--- config.mk ---
export PLATFORM = sky130hd
export DESIGN_NAME = fd_front_flat
export DESIGN_NICKNAME = d
export VERILOG_FILES = /design/src/sv/fd_pkg.sv /design/src/sv/fd_sample_if.sv /design/src/sv/fd_front.sv /design/src/flat_wrapper.sv
export SDC_FILE = /design/constraint.sdc
export NUM_CORES = 1
export LEC_CHECK = 0
export BUFFER_PORTS_ARGS = -buffer_cell sky130_fd_sc_hd__buf_2
export CORE_UTILIZATION = 30
export CTS_CLUSTER_DIAMETER = 120
export DETAILED_ROUTE_END_ITERATION = 7
export GPL_TIMING_DRIVEN = 0
export SYNTH_ARGS = -nofsm -noshare
export SYNTH_HDL_FRONTEND = slang
export SYNTH_SLANG_ARGS = --single-unit
--- constraint.sdc ---
create_clock -name clk_i -period 1.3 [get_ports clk_i]
set_clock_uncertainty 0.05 [all_clocks]
set_input_delay 0.065 -clock clk_i [delete_from_list [all_inputs] [get_ports clk_i]]
set_output_delay 0.065 -clock clk_i [all_outputs]
set_load 0.005 [all_outputs]
--- src/sv/fd_pkg.sv ---
package fd_pkg;

  // Field and register widths
  localparam int unsigned SampleWidth = 32;
  localparam int unsigned FracBits    = 16;
  localparam int unsigned ScaleWidth  = 32;
  localparam int unsigned CfgIdxWidth = 2;

  // Stencil window
  localparam int unsigned WinDepth    = 5;
  localparam int unsigned PtsWidth    = $clog2(WinDepth + 1);
  localparam int unsigned WeightWidth = 8;

  // Datapath widths: weighted sums stay below 320 * 2^(SampleWidth-1) in magnitude
  localparam int unsigned ProdWidth = SampleWidth + WeightWidth;
  localparam int unsigned SumWidth  = SampleWidth + 10;
  localparam int unsigned MagWidth  = SampleWidth + 9;
  localparam int unsigned LoWidth   = ScaleWidth;
  localparam int unsigned HiWidth   = (MagWidth > LoWidth) ? MagWidth - LoWidth : 1;
  localparam int unsigned FullWidth = LoWidth + HiWidth + ScaleWidth + 1;

  // Job queue between front and back
  localparam int unsigned QueueDepth    = 4;
  localparam int unsigned QueuePtrWidth = $clog2(QueueDepth);

  localparam logic [ScaleWidth-1:0] ScaleReset = ScaleWidth'(5461);

  typedef enum logic [CfgIdxWidth-1:0] {
    CfgFirstScale  = 2'd0,
    CfgSecondScale = 2'd1
  } cfg_idx_e;

  // Stencil variants, in emission order along a row
  typedef enum logic [2:0] {
    KindStart0 = 3'd0,
    KindStart1 = 3'd1,
    KindCentre = 3'd2,
    KindEnd1   = 3'd3,
    KindEnd0   = 3'd4
  } kind_e;

  typedef logic [SampleWidth-1:0] sample_t;
  typedef sample_t [WinDepth-1:0] window_t;

  // One queued job: a window snapshot and the span of stencils to run on it
  typedef struct packed {
    window_t win_re;
    window_t win_im;
    kind_e   kind_first;
    kind_e   kind_last;
    logic    short_row;
  } job_t;

  // Stencil weights times twelve, tap 0 is the oldest sample
  localparam logic signed [WeightWidth-1:0] D1Tab [WinDepth][WinDepth] = '{
    '{-8'sd25,  8'sd48, -8'sd36,  8'sd16, -8'sd3},
    '{-8'sd3,  -8'sd10,  8'sd18, -8'sd6,   8'sd1},
    '{ 8'sd1,  -8'sd8,   8'sd0,   8'sd8,  -8'sd1},
    '{-8'sd1,   8'sd6,  -8'sd18,  8'sd10,  8'sd3},
    '{ 8'sd3,  -8'sd16,  8'sd36, -8'sd48,  8'sd25}
  };

  localparam logic signed [WeightWidth-1:0] D2Tab [WinDepth][WinDepth] = '{
    '{ 8'sd35, -8'sd104,  8'sd114, -8'sd56,   8'sd11},
    '{ 8'sd11, -8'sd20,   8'sd6,    8'sd4,   -8'sd1},
    '{-8'sd1,   8'sd16,  -8'sd30,   8'sd16,  -8'sd1},
    '{-8'sd1,   8'sd4,    8'sd6,   -8'sd20,   8'sd11},
    '{ 8'sd11, -8'sd56,   8'sd114, -8'sd104,  8'sd35}
  };

endpackage

--- src/sv/fd_sample_if.sv ---
interface fd_sample_if;
  import fd_pkg::*;

  logic                          valid;
  logic                          ready;
  logic signed [SampleWidth-1:0] sample_re;
  logic signed [SampleWidth-1:0] sample_im;
  logic                          row_last;

  modport source (output valid, sample_re, sample_im, row_last, input ready);
  modport sink   (input valid, sample_re, sample_im, row_last, output ready);

endinterface

--- src/sv/fd_front.sv ---
module fd_front (
  input  logic          clk_i,
  input  logic          rst_ni,
  fd_sample_if.sink     sample_i,
  input  logic          full_i,
  output logic          push_o,
  output fd_pkg::job_t  job_o
);
  import fd_pkg::*;

  window_t               win_re_q, win_re_d;
  window_t               win_im_q, win_im_d;
  window_t               win_re_n, win_im_n;
  logic [PtsWidth-1:0]   pts_q, pts_d, pts_n;
  logic                  accept;
  logic                  has_centre;

  localparam logic [PtsWidth-1:0] PtsFull = PtsWidth'(WinDepth);
  localparam logic [PtsWidth-1:0] PtsPrimed = PtsWidth'(WinDepth - 1);

  assign sample_i.ready = !full_i;
  assign accept         = sample_i.valid && !full_i;

  // Shifted window and point count after this sample
  always_comb begin
    for (int i = 0; i < WinDepth - 1; i++) begin
      win_re_n[i] = win_re_q[i+1];
      win_im_n[i] = win_im_q[i+1];
    end
    win_re_n[WinDepth-1] = sample_i.sample_re;
    win_im_n[WinDepth-1] = sample_i.sample_im;
    pts_n = (pts_q < PtsFull) ? pts_q + PtsWidth'(1) : PtsFull;
  end

  // Classify: which stencils this transaction triggers
  assign has_centre = (pts_q >= PtsPrimed);

  always_comb begin
    job_o.win_re     = win_re_n;
    job_o.win_im     = win_im_n;
    job_o.kind_first = (pts_q == PtsPrimed) ? KindStart0 : KindCentre;
    job_o.kind_last  = sample_i.row_last ? KindEnd0 : KindCentre;
    job_o.short_row  = sample_i.row_last && (pts_n < PtsFull);
    push_o           = accept && (has_centre || sample_i.row_last);
  end

  // Row state update; a row end clears the window
  always_comb begin
    win_re_d = win_re_q;
    win_im_d = win_im_q;
    pts_d    = pts_q;
    if (accept) begin
      if (sample_i.row_last) begin
        win_re_d = '0;
        win_im_d = '0;
        pts_d    = '0;
      end else begin
        win_re_d = win_re_n;
        win_im_d = win_im_n;
        pts_d    = pts_n;
      end
    end
  end

  always_ff @(posedge clk_i or negedge rst_ni) begin
    if (!rst_ni) begin
      win_re_q <= '0;
      win_im_q <= '0;
      pts_q    <= '0;
    end else begin
      win_re_q <= win_re_d;
      win_im_q <= win_im_d;
      pts_q    <= pts_d;
    end
  end

`ifndef SYNTHESIS
  a_pts_bounded : assert property (@(posedge clk_i) disable iff (!rst_ni)
    pts_q <= PtsFull) else $error("point count beyond window depth");
`endif

endmodule

--- src/flat_wrapper.sv ---
// flat-port wrapper written by rule: the top's interface ports become plain ports
module fd_front_flat import fd_pkg::*;
  (clk_i, rst_ni, full_i, push_o, job_o, sample_i_valid, sample_i_sample_re, sample_i_sample_im, sample_i_row_last, sample_i_ready);
  fd_sample_if sample_i_i ();
  input  logic clk_i;
  input  logic rst_ni;
  input  logic full_i;
  output logic push_o;
  output fd_pkg::job_t job_o;
  input wire logic [$bits(sample_i_i.valid)-1:0] sample_i_valid;
  input wire logic [$bits(sample_i_i.sample_re)-1:0] sample_i_sample_re;
  input wire logic [$bits(sample_i_i.sample_im)-1:0] sample_i_sample_im;
  input wire logic [$bits(sample_i_i.row_last)-1:0] sample_i_row_last;
  output wire logic [$bits(sample_i_i.ready)-1:0] sample_i_ready;
  assign sample_i_i.valid = sample_i_valid;
  assign sample_i_i.sample_re = sample_i_sample_re;
  assign sample_i_i.sample_im = sample_i_sample_im;
  assign sample_i_i.row_last = sample_i_row_last;
  assign sample_i_ready = sample_i_i.ready;
  fd_front u_core (.clk_i(clk_i), .rst_ni(rst_ni), .sample_i(sample_i_i), .full_i(full_i), .push_o(push_o), .job_o(job_o));
endmodule
==> results by stage, run 1 <==
Floorplan:
- The floorplan step defined a die boundary enclosing 38440 sq um.
- The region available for standard cell placement spans 36870 sq um.
- The die outline height is 196.1 um.
- The row count is 70.
- The floorplan step set the die width to 196.1 um.
- The I/O pin count is 398.
- The starting density of the core is 0.3064.

Placement:
- The post-place setup slack is -0.2207 ns.
- Routability-driven placement finished with a final weighted congestion of 0.8557.
- The quantity of I/O buffers inserted on ports is 394.
- The wire-length estimate of the detail-placed layout is 28630 um.

Worst setup path:
- The critical path capture point type is an output pin.
- The count of cells along the worst register-to-register path is 5.
- The worst setup path is launched from a flop.
- Along the worst path, the maximum fanout reaches 2.
- At the worst endpoint, the required time is 1.19 ns.
- By startpoint and endpoint, the worst setup path is classified as flop to output pin.
- The worst path arrival time is 1.73 ns.

Timing:
- Setup violations remaining at the end of the flow were counted as 3.
- Timing would allow up to 540.7 MHz.
- The final setup slack of the worst path is -0.5494 ns.
- The worst hold slack after final layout is 0.01441 ns.
- At the pin with the least slew margin, the transition time is 0.6452 ns.
- The hold violation total from the final report is 0.
- The worst slew slack as a fraction of its limit is 0.5698.
- Setup repair after global routing could not meet its margin everywhere.
- After layout, the minimum clock period comes to 1.849 ns.
- The final max-slew violation count is 0.
- The share of the clock period used by the worst path is 1.423.

Synthesis:
- The most used flip-flop cell after synthesis is sky130_fd_sc_hd__dfrtp_1.
- For this run, the register share of the synthesized area comes to 0.5736.
- The count of flip-flops with a built-in enable after synthesis is 0.
- Dividing the synthesized area by the synthesized cell count gives 9.368 sq um.
- The number of synthesized register bits is 259.
- The post-synthesis cell area is 11300 sq um.
- The gate count after technology mapping is 1206.
- The number of warning messages in the yosys log is 0.
- The number of distinct standard cells referenced by the synthesized netlist is 25.
- Counting flops with an async set or reset pin after synthesis yields a share of 1.000.

Drt:
- In the routed layout, each cell is associated on average with a via count of 4.381.
- Dividing the detail-routed wire length by the instance count gives 17.00 um.
- For this run, design rule violations remaining after detail routing come to 0.
- The number of DRC violations after detailed-routing iteration 0 is 470.
- In this run the remaining antenna-violating nets after routing total 0.
- The first detailed-routing pass took 4 iterations.
- The routed layout has 9791 vias.
- The routed wire length is 38000 um.

Clocking:
- For the worst-skew pair, the clock arrives at the later sink with an insertion delay of 0.55 ns.
- The number of buffers on the longest clock path is 3.
- The clock tree root buffer cell is sky130_fd_sc_hd__clkbuf_16.
- The maximum level of the CTS H-tree is 1.
- After clock tree synthesis, the clock-pin slew on the worst setup and hold paths is 0.06 ns.
- The clock tree from TritonCTS is done.
- The total CTS buffers is 28.
- The CTS sink count is 259.

Global route:
- Across every metal layer, demand over resource in global routing totals 0.1959.
- The number of global-route vias before repair is 9649.
- The number of antenna violations at the first check in global routing is 0.
- The largest net degree at the start of global routing is 112.
- The total global routing overflow is 0.
- The first global-routing pass estimated 58040 um of wire.

Pwr:
- The worst-case IR drop observed on VDD is 0.9009 mV.
- The design draws 20.41 mW.
- For this design the ratio of total power to cell area is 1297 nW/um^2.
- Summed over all cells, the static leakage comes to 8.000 nW.

Cells and area:
- The most frequent standard cell in the layout excluding fill and tap cells is sky130_fd_sc_hd__nand2_1.
- In the final design database the tool counted 1781 nets.
- In the layout the commonest cells are sky130_fd_sc_hd__nand2_1, sky130_fd_sc_hd__buf_2, sky130_fd_sc_hd__dfrtp_1, sky130_fd_sc_hd__o21ai_0, sky130_fd_sc_hd__buf_4.
- The layout has 3664 filler cells.
- In the final layout, the share of cells above drive strength 1 is 0.4012.
- The synthesis-to-layout area growth is 39.29%.

Status:
- The flow ran to the end, but the final reports show violations.
- The checks that failed: negative setup slack.

Flow run:
- The count of max-cap constraint violations is 0.

Worst hold path:
- The tightest min-delay check is of the primary input to asynchronous set/reset pin type.
## power by group
group | switching (mW) | total (mW) | internal [mW]
Clock | 3.31 | 8.09 | 4.78
Combinational | 1.69 | 3.10 | 1.41
Sequential | 0.552 | 9.22 | 8.67
## logic make-up after synthesis
| kind of cell | after synthesis | synth area share |
|---|---|---|
| adder cells (fa/ha/maj) | 2 | 0.002214 |
| flip-flops | 259 | 0.5736 |
| AO/OA/AOI/OAI | 265 | 0.1444 |
| AND/OR/NAND/NOR | 522 | 0.1751 |
| other | 1 | 0.0003319 |
| buffers and inverters | 157 | 0.1043 |
## registers in the layout, summed over array words and instances (netlist names)
name,cells
u_core.job_o,256
u_core.pts_q,3
## critical path: stages, from the launching register on
cell and delay [ns]:
sky130_fd_sc_hd__dfrtp_2 0.42, sky130_fd_sc_hd__inv_2 0.09, sky130_fd_sc_hd__ha_4 0.21, sky130_fd_sc_hd__nand2b_4 0.14, sky130_fd_sc_hd__a21oi_2 0.12, sky130_fd_sc_hd__o21a_1 0.11, sky130_fd_sc_hd__buf_2 0.11
## area by class of cell
cell class                 instances  area [sq um]  share of cell area
clock inverter                     7         70.07            0.004452
clock buffer                      43         868.3             0.05518
antenna                            1         2.502           0.0001590
buffer                           153          1164             0.07394
multi-input combinational        792          3700              0.2351
timing repair buffer             472          2785              0.1770
tap                              504         630.6             0.04007
sequential                       259          6502              0.4132
inverter                           4         15.01           0.0009540
## per-stage QoR
step / utilization / instances / area [sq um] / TNS, ns
floorplan: - / 1208 / 11310 / 0
global placement: 0.3772 / 2106 / 13910 / -1210.20
detailed placement: 0.3790 / 2108 / 13970 / -0.6543
CTS: 0.4253 / 2230 / 15680 / -0.8879
global route: 0.4267 / 2234 / 15740 / -1.109
finish: 0.4268 / 2235 / 15740 / -0.9561
## layer usage
metal	global-route usage	wire (um)	vias to the layer above
li1	-	-	4837
met1	0.2606	16970	4628
met2	0.3274	18180	264
met3	0.03060	1768	62
met4	0.06076	1076	0
met5	0	0	-
## path summary, 6_finish.rpt
kind	start	to	slack [ns]
worst max-delay path	u_core.pts_q[0]	job_o[0]	-0.55
worst min-delay path	rst_ni	u_core.job_o[294]	0.01
worst max register to register	u_core.pts_q[0]	u_core.pts_q[2]	0.07
worst min register to register	u_core.job_o[172]	u_core.job_o[172]	0.42
max in group asynchronous	rst_ni	u_core.job_o[44]	0.24
min in group clk_i	sample_i_valid	u_core.job_o[87]	0.16
## synth_stat cells, types with 3 or more instances
cell type,n,area [sq um]
sky130_fd_sc_hd__nand2_1,515,1933
sky130_fd_sc_hd__o21ai_1,25,125.1
sky130_fd_sc_hd__buf_6,33,371.6
sky130_fd_sc_hd__o21ai_0,155,775.7
sky130_fd_sc_hd__o21ai_2,80,700.7
sky130_fd_sc_hd__inv_1,3,11.26
sky130_fd_sc_hd__buf_4,76,570.6
sky130_fd_sc_hd__a21oi_1,3,15.01
sky130_fd_sc_hd__dfrtp_1,259,6481
sky130_fd_sc_hd__clkbuf_1,19,71.32
sky130_fd_sc_hd__buf_2,22,110.1
## repair_timing
action,4_1_cts,5_1_grt
setup buffers,5,4
hold buffers,67,1
gates resized for setup,24,7
endpoints found under the setup margin,15,11
hold endpoints to repair,214,2
pin swaps,1,1
Note: power is estimated with default switching activity, not from simulation.
==> inputs of run 2 (changes only) <==
--- a/config.mk
+++ b/config.mk
@@ -10,6 +10,7 @@
 export CTS_CLUSTER_DIAMETER = 120
 export DETAILED_ROUTE_END_ITERATION = 7
 export GPL_TIMING_DRIVEN = 0
+export PLACE_DENSITY = 0.51
 export SYNTH_ARGS = -nofsm -noshare
 export SYNTH_HDL_FRONTEND = slang
 export SYNTH_SLANG_ARGS = --single-unit
==> run 2 against run 1 <==
Against the previous run: the run ends with negative hold slack, negative setup slack left; critical endpoint unchanged; total power up 2.8%; via count down 0.65%; die area unchanged.
==> results by stage, run 2 (same netlist as run 1, synthesis figures left out) <==
Status:
- The flow ran to the end, but the final reports show violations.
- The final reports fail on negative hold slack, negative setup slack.

Timing:
- The peak clock frequency supported by timing is 537.9 MHz.
- Setup violations remaining at the end of the flow were counted as 5.
- The final max-slew violation count is 0.
- The hold violation total from the final report came to 14.
- Measured against its own limit, the worst slew margin works out to 0.5651.
- The worst hold slack after final layout is -0.01887 ns.
- Subtracting the final worst setup slack from the clock period gives 1.859 ns.
- The share of the clock period used by the worst path is 1.430.
- The slew at the pin closest to its max-slew limit is 0.6523 ns.
- Setup repair after global routing could not meet its margin everywhere.
- Setup slack on the critical path of the routed design comes to -0.5591 ns.

Floorplan:
- The die covers 38440 sq um.
- The row count is 70.
- After floorplanning, the core was sized to cover 36870 sq um.
- In this run the count of I/O pins placed on the die edge is 398.
- The initial utilization of the core area, before any placement, comes to 0.3064.
- The die width is 196.1 um.
- The die outline height is 196.1 um.

Worst setup path:
- The setup check on the worst reg-to-reg path leaves a slack of -0.12 ns.
- Data on the critical path is required at its endpoint by 1.19 ns.
- The largest fanout of any net on the critical path is 2.
- Data arrives at the worst endpoint at 1.74 ns.
- The critical path class is flop to output pin.
- STA classifies the critical path endpoint as an output pin.
- The kind of start point of the critical path is a flop.

Pwr:
- Across the VDD grid, the largest voltage drop is 0.9547 mV.
- The overall power consumption is 20.99 mW.
- In this run the static leakage power is 8.103 nW.
- Power spread over the standard cell area amounts to 1322 nW/um^2.

Clocking:
- The clock drives 259 sinks.
- The clock edge transition at the registers on the reported setup and hold paths is 0.06 ns.
- The clock passes through at most 3 buffers.
- At the later pin of the worst-skew pair, clock insertion delay measures 0.55 ns.
- In this run, CTS created clock tree buffers numbering 30.
- TritonCTS built the clock tree.
- The maximum level of the CTS H-tree is 1.
- Clock tree synthesis selected as its root buffer the cell sky130_fd_sc_hd__clkbuf_16.

Drt:
- The total iterations of the first detailed-routing run is 5.
- For this block, the routed nets add up to 38550 um of wire.
- The via total after detailed routing is 9727.
- For this block, the initial DRC count from the detailed router was 462.
- After detailed routing, the number of vias per cell comes to 4.337.
- The post-detailed-route wirelength per cell is 17.19 um.
- The residual DRC count is 0.
- The post-route antenna net violation count is 0.

Cells and area:
- At the end of the flow, the number of nets in the layout was 1789.
- Leaving out fill and tap cells, the most frequent cells in the layout are sky130_fd_sc_hd__nand2_1, sky130_fd_sc_hd__buf_2, sky130_fd_sc_hd__dfrtp_1, sky130_fd_sc_hd__o21ai_0, sky130_fd_sc_hd__buf_4.
- The number of flip-flops under the largest register name is 256.
- The share of cells above drive strength 1 is 0.3945.
- The repair_antennas step left the layout with diodes totalling 0.
- Fill cells in the final layout number 3694.
- The synthesis-to-layout area growth is 40.55%.
- The library cell used most frequently in the layout, excluding fill and tap cells, is sky130_fd_sc_hd__nand2_1.

Placement:
- Input and output buffers added on the ports amount to 394.
- The post-place setup slack is -0.2046 ns.
- The placer's final routability congestion estimate is 0.8239.
- The post-DP HPWL is 28350 um.

Global route:
- The global routing usage summed across all routing layers is 0.2000.
- Entering global routing, the biggest net connects 118 pins.
- The number of antenna violations at the first check in global routing was 0.
- The first-pass GRT wire length is 59190 um.
- The number of global-route vias before repair is 9859.
- The total overflow left after global routing is 0.

Worst hold path:
- The min-delay analysis places its worst path in the category primary input to asynchronous set/reset pin.

Flow run:
- Max-cap violations in this run came to 0.
[run 2: cell types whose count changed in the layout (fill, tap and decap cells not counted), moves of 2 or more]
cell                        previous run  this run
sky130_fd_sc_hd__dfrtp_1             242       255
sky130_fd_sc_hd__dfrtp_2              17         4
sky130_fd_sc_hd__clkbuf_1             24        27
sky130_fd_sc_hd__buf_4                84        86
sky130_fd_sc_hd__clkbuf_16            29        31
sky130_fd_sc_hd__clkinv_2              3         1
[run 2: what timing repair did]
| action | in CTS | in global routing |
|---|---|---|
| endpoints found under the hold margin | 325 | 1 |
| hold buffers | 67 | 1 |
| resized for setup | 13 | 11 |
| endpoints found under the setup margin | 6 | 5 |
| setup buffers | 6 | 8 |
| pin swaps | 4 | 4 |
[run 2: through the flow]
stage,setup TNS [ns],util,instances,hold WS [ns],cell area (sq um)
floorplan,0,-,1208,-0.2806,11310
global placement,-1266.05,0.3772,2106,0.2751,13910
detailed placement,-1.634,0.3790,2108,-0.03526,13970
CTS,-0.9784,0.4271,2234,-0.02815,15750
global route,-1.510,0.4307,2243,-0.0006606,15880
finish,-1.197,0.4307,2243,-0.01887,15880
[run 2: report_power, final]
group          leakage (nW)  total [mW]  switching [mW]  internal (mW)
sequential             3.51        9.17           0.502           8.67
clock                 0.497        8.59            3.35           5.25
combinational          4.09        3.23            1.75           1.49
total                  8.10        21.0            5.59           15.4
[run 2: worst paths after layout]
check	start	endpoint	depth (start not counted)
max in group asynchronous	rst_ni	u_core.job_o[109]	3
min in group clk_i	sample_i_row_last	u_core.job_o[86]	5
worst min register to register	u_core.job_o[37]	u_core.job_o[37]	2
worst max register to register	u_core.pts_q[2]	u_core.pts_q[0]	6
worst min-delay path	rst_ni	u_core.job_o[294]	2
worst max-delay path	u_core.pts_q[1]	job_o[0]	6
[run 2: area by class of cell]
| type | instances | area [sq um] | area share |
|---|---|---|---|
| Clock buffer | 48 | 929.6 | 0.05854 |
| Tap cell | 504 | 630.6 | 0.03971 |
| Multi-Input combinational cell | 792 | 3716 | 0.2340 |
| Sequential cell | 259 | 6486 | 0.4084 |
| Timing Repair Buffer | 478 | 2856 | 0.1799 |
| Clock inverter | 5 | 82.58 | 0.005200 |
| Buffer | 153 | 1164 | 0.07327 |
| Inverter | 4 | 15.01 | 0.0009455 |
[run 2: routing by layer]
metal,wire length [um],global-route usage,vias up
li1,-,-,4833
met3,2142,0.03920,62
met4,1051,0.05903,0
met2,18530,0.3333,261
met5,0,0,-
met1,16820,0.2627,4571
[run 2: critical path, stage by stage, from the launching register on]
cell and delay, ns:
sky130_fd_sc_hd__dfrtp_1 0.40, sky130_fd_sc_hd__inv_2 0.10, sky130_fd_sc_hd__ha_4 0.21, sky130_fd_sc_hd__nand2b_4 0.13, sky130_fd_sc_hd__a21oi_2 0.11, sky130_fd_sc_hd__o21a_1 0.12
sky130_fd_sc_hd__buf_2 0.12
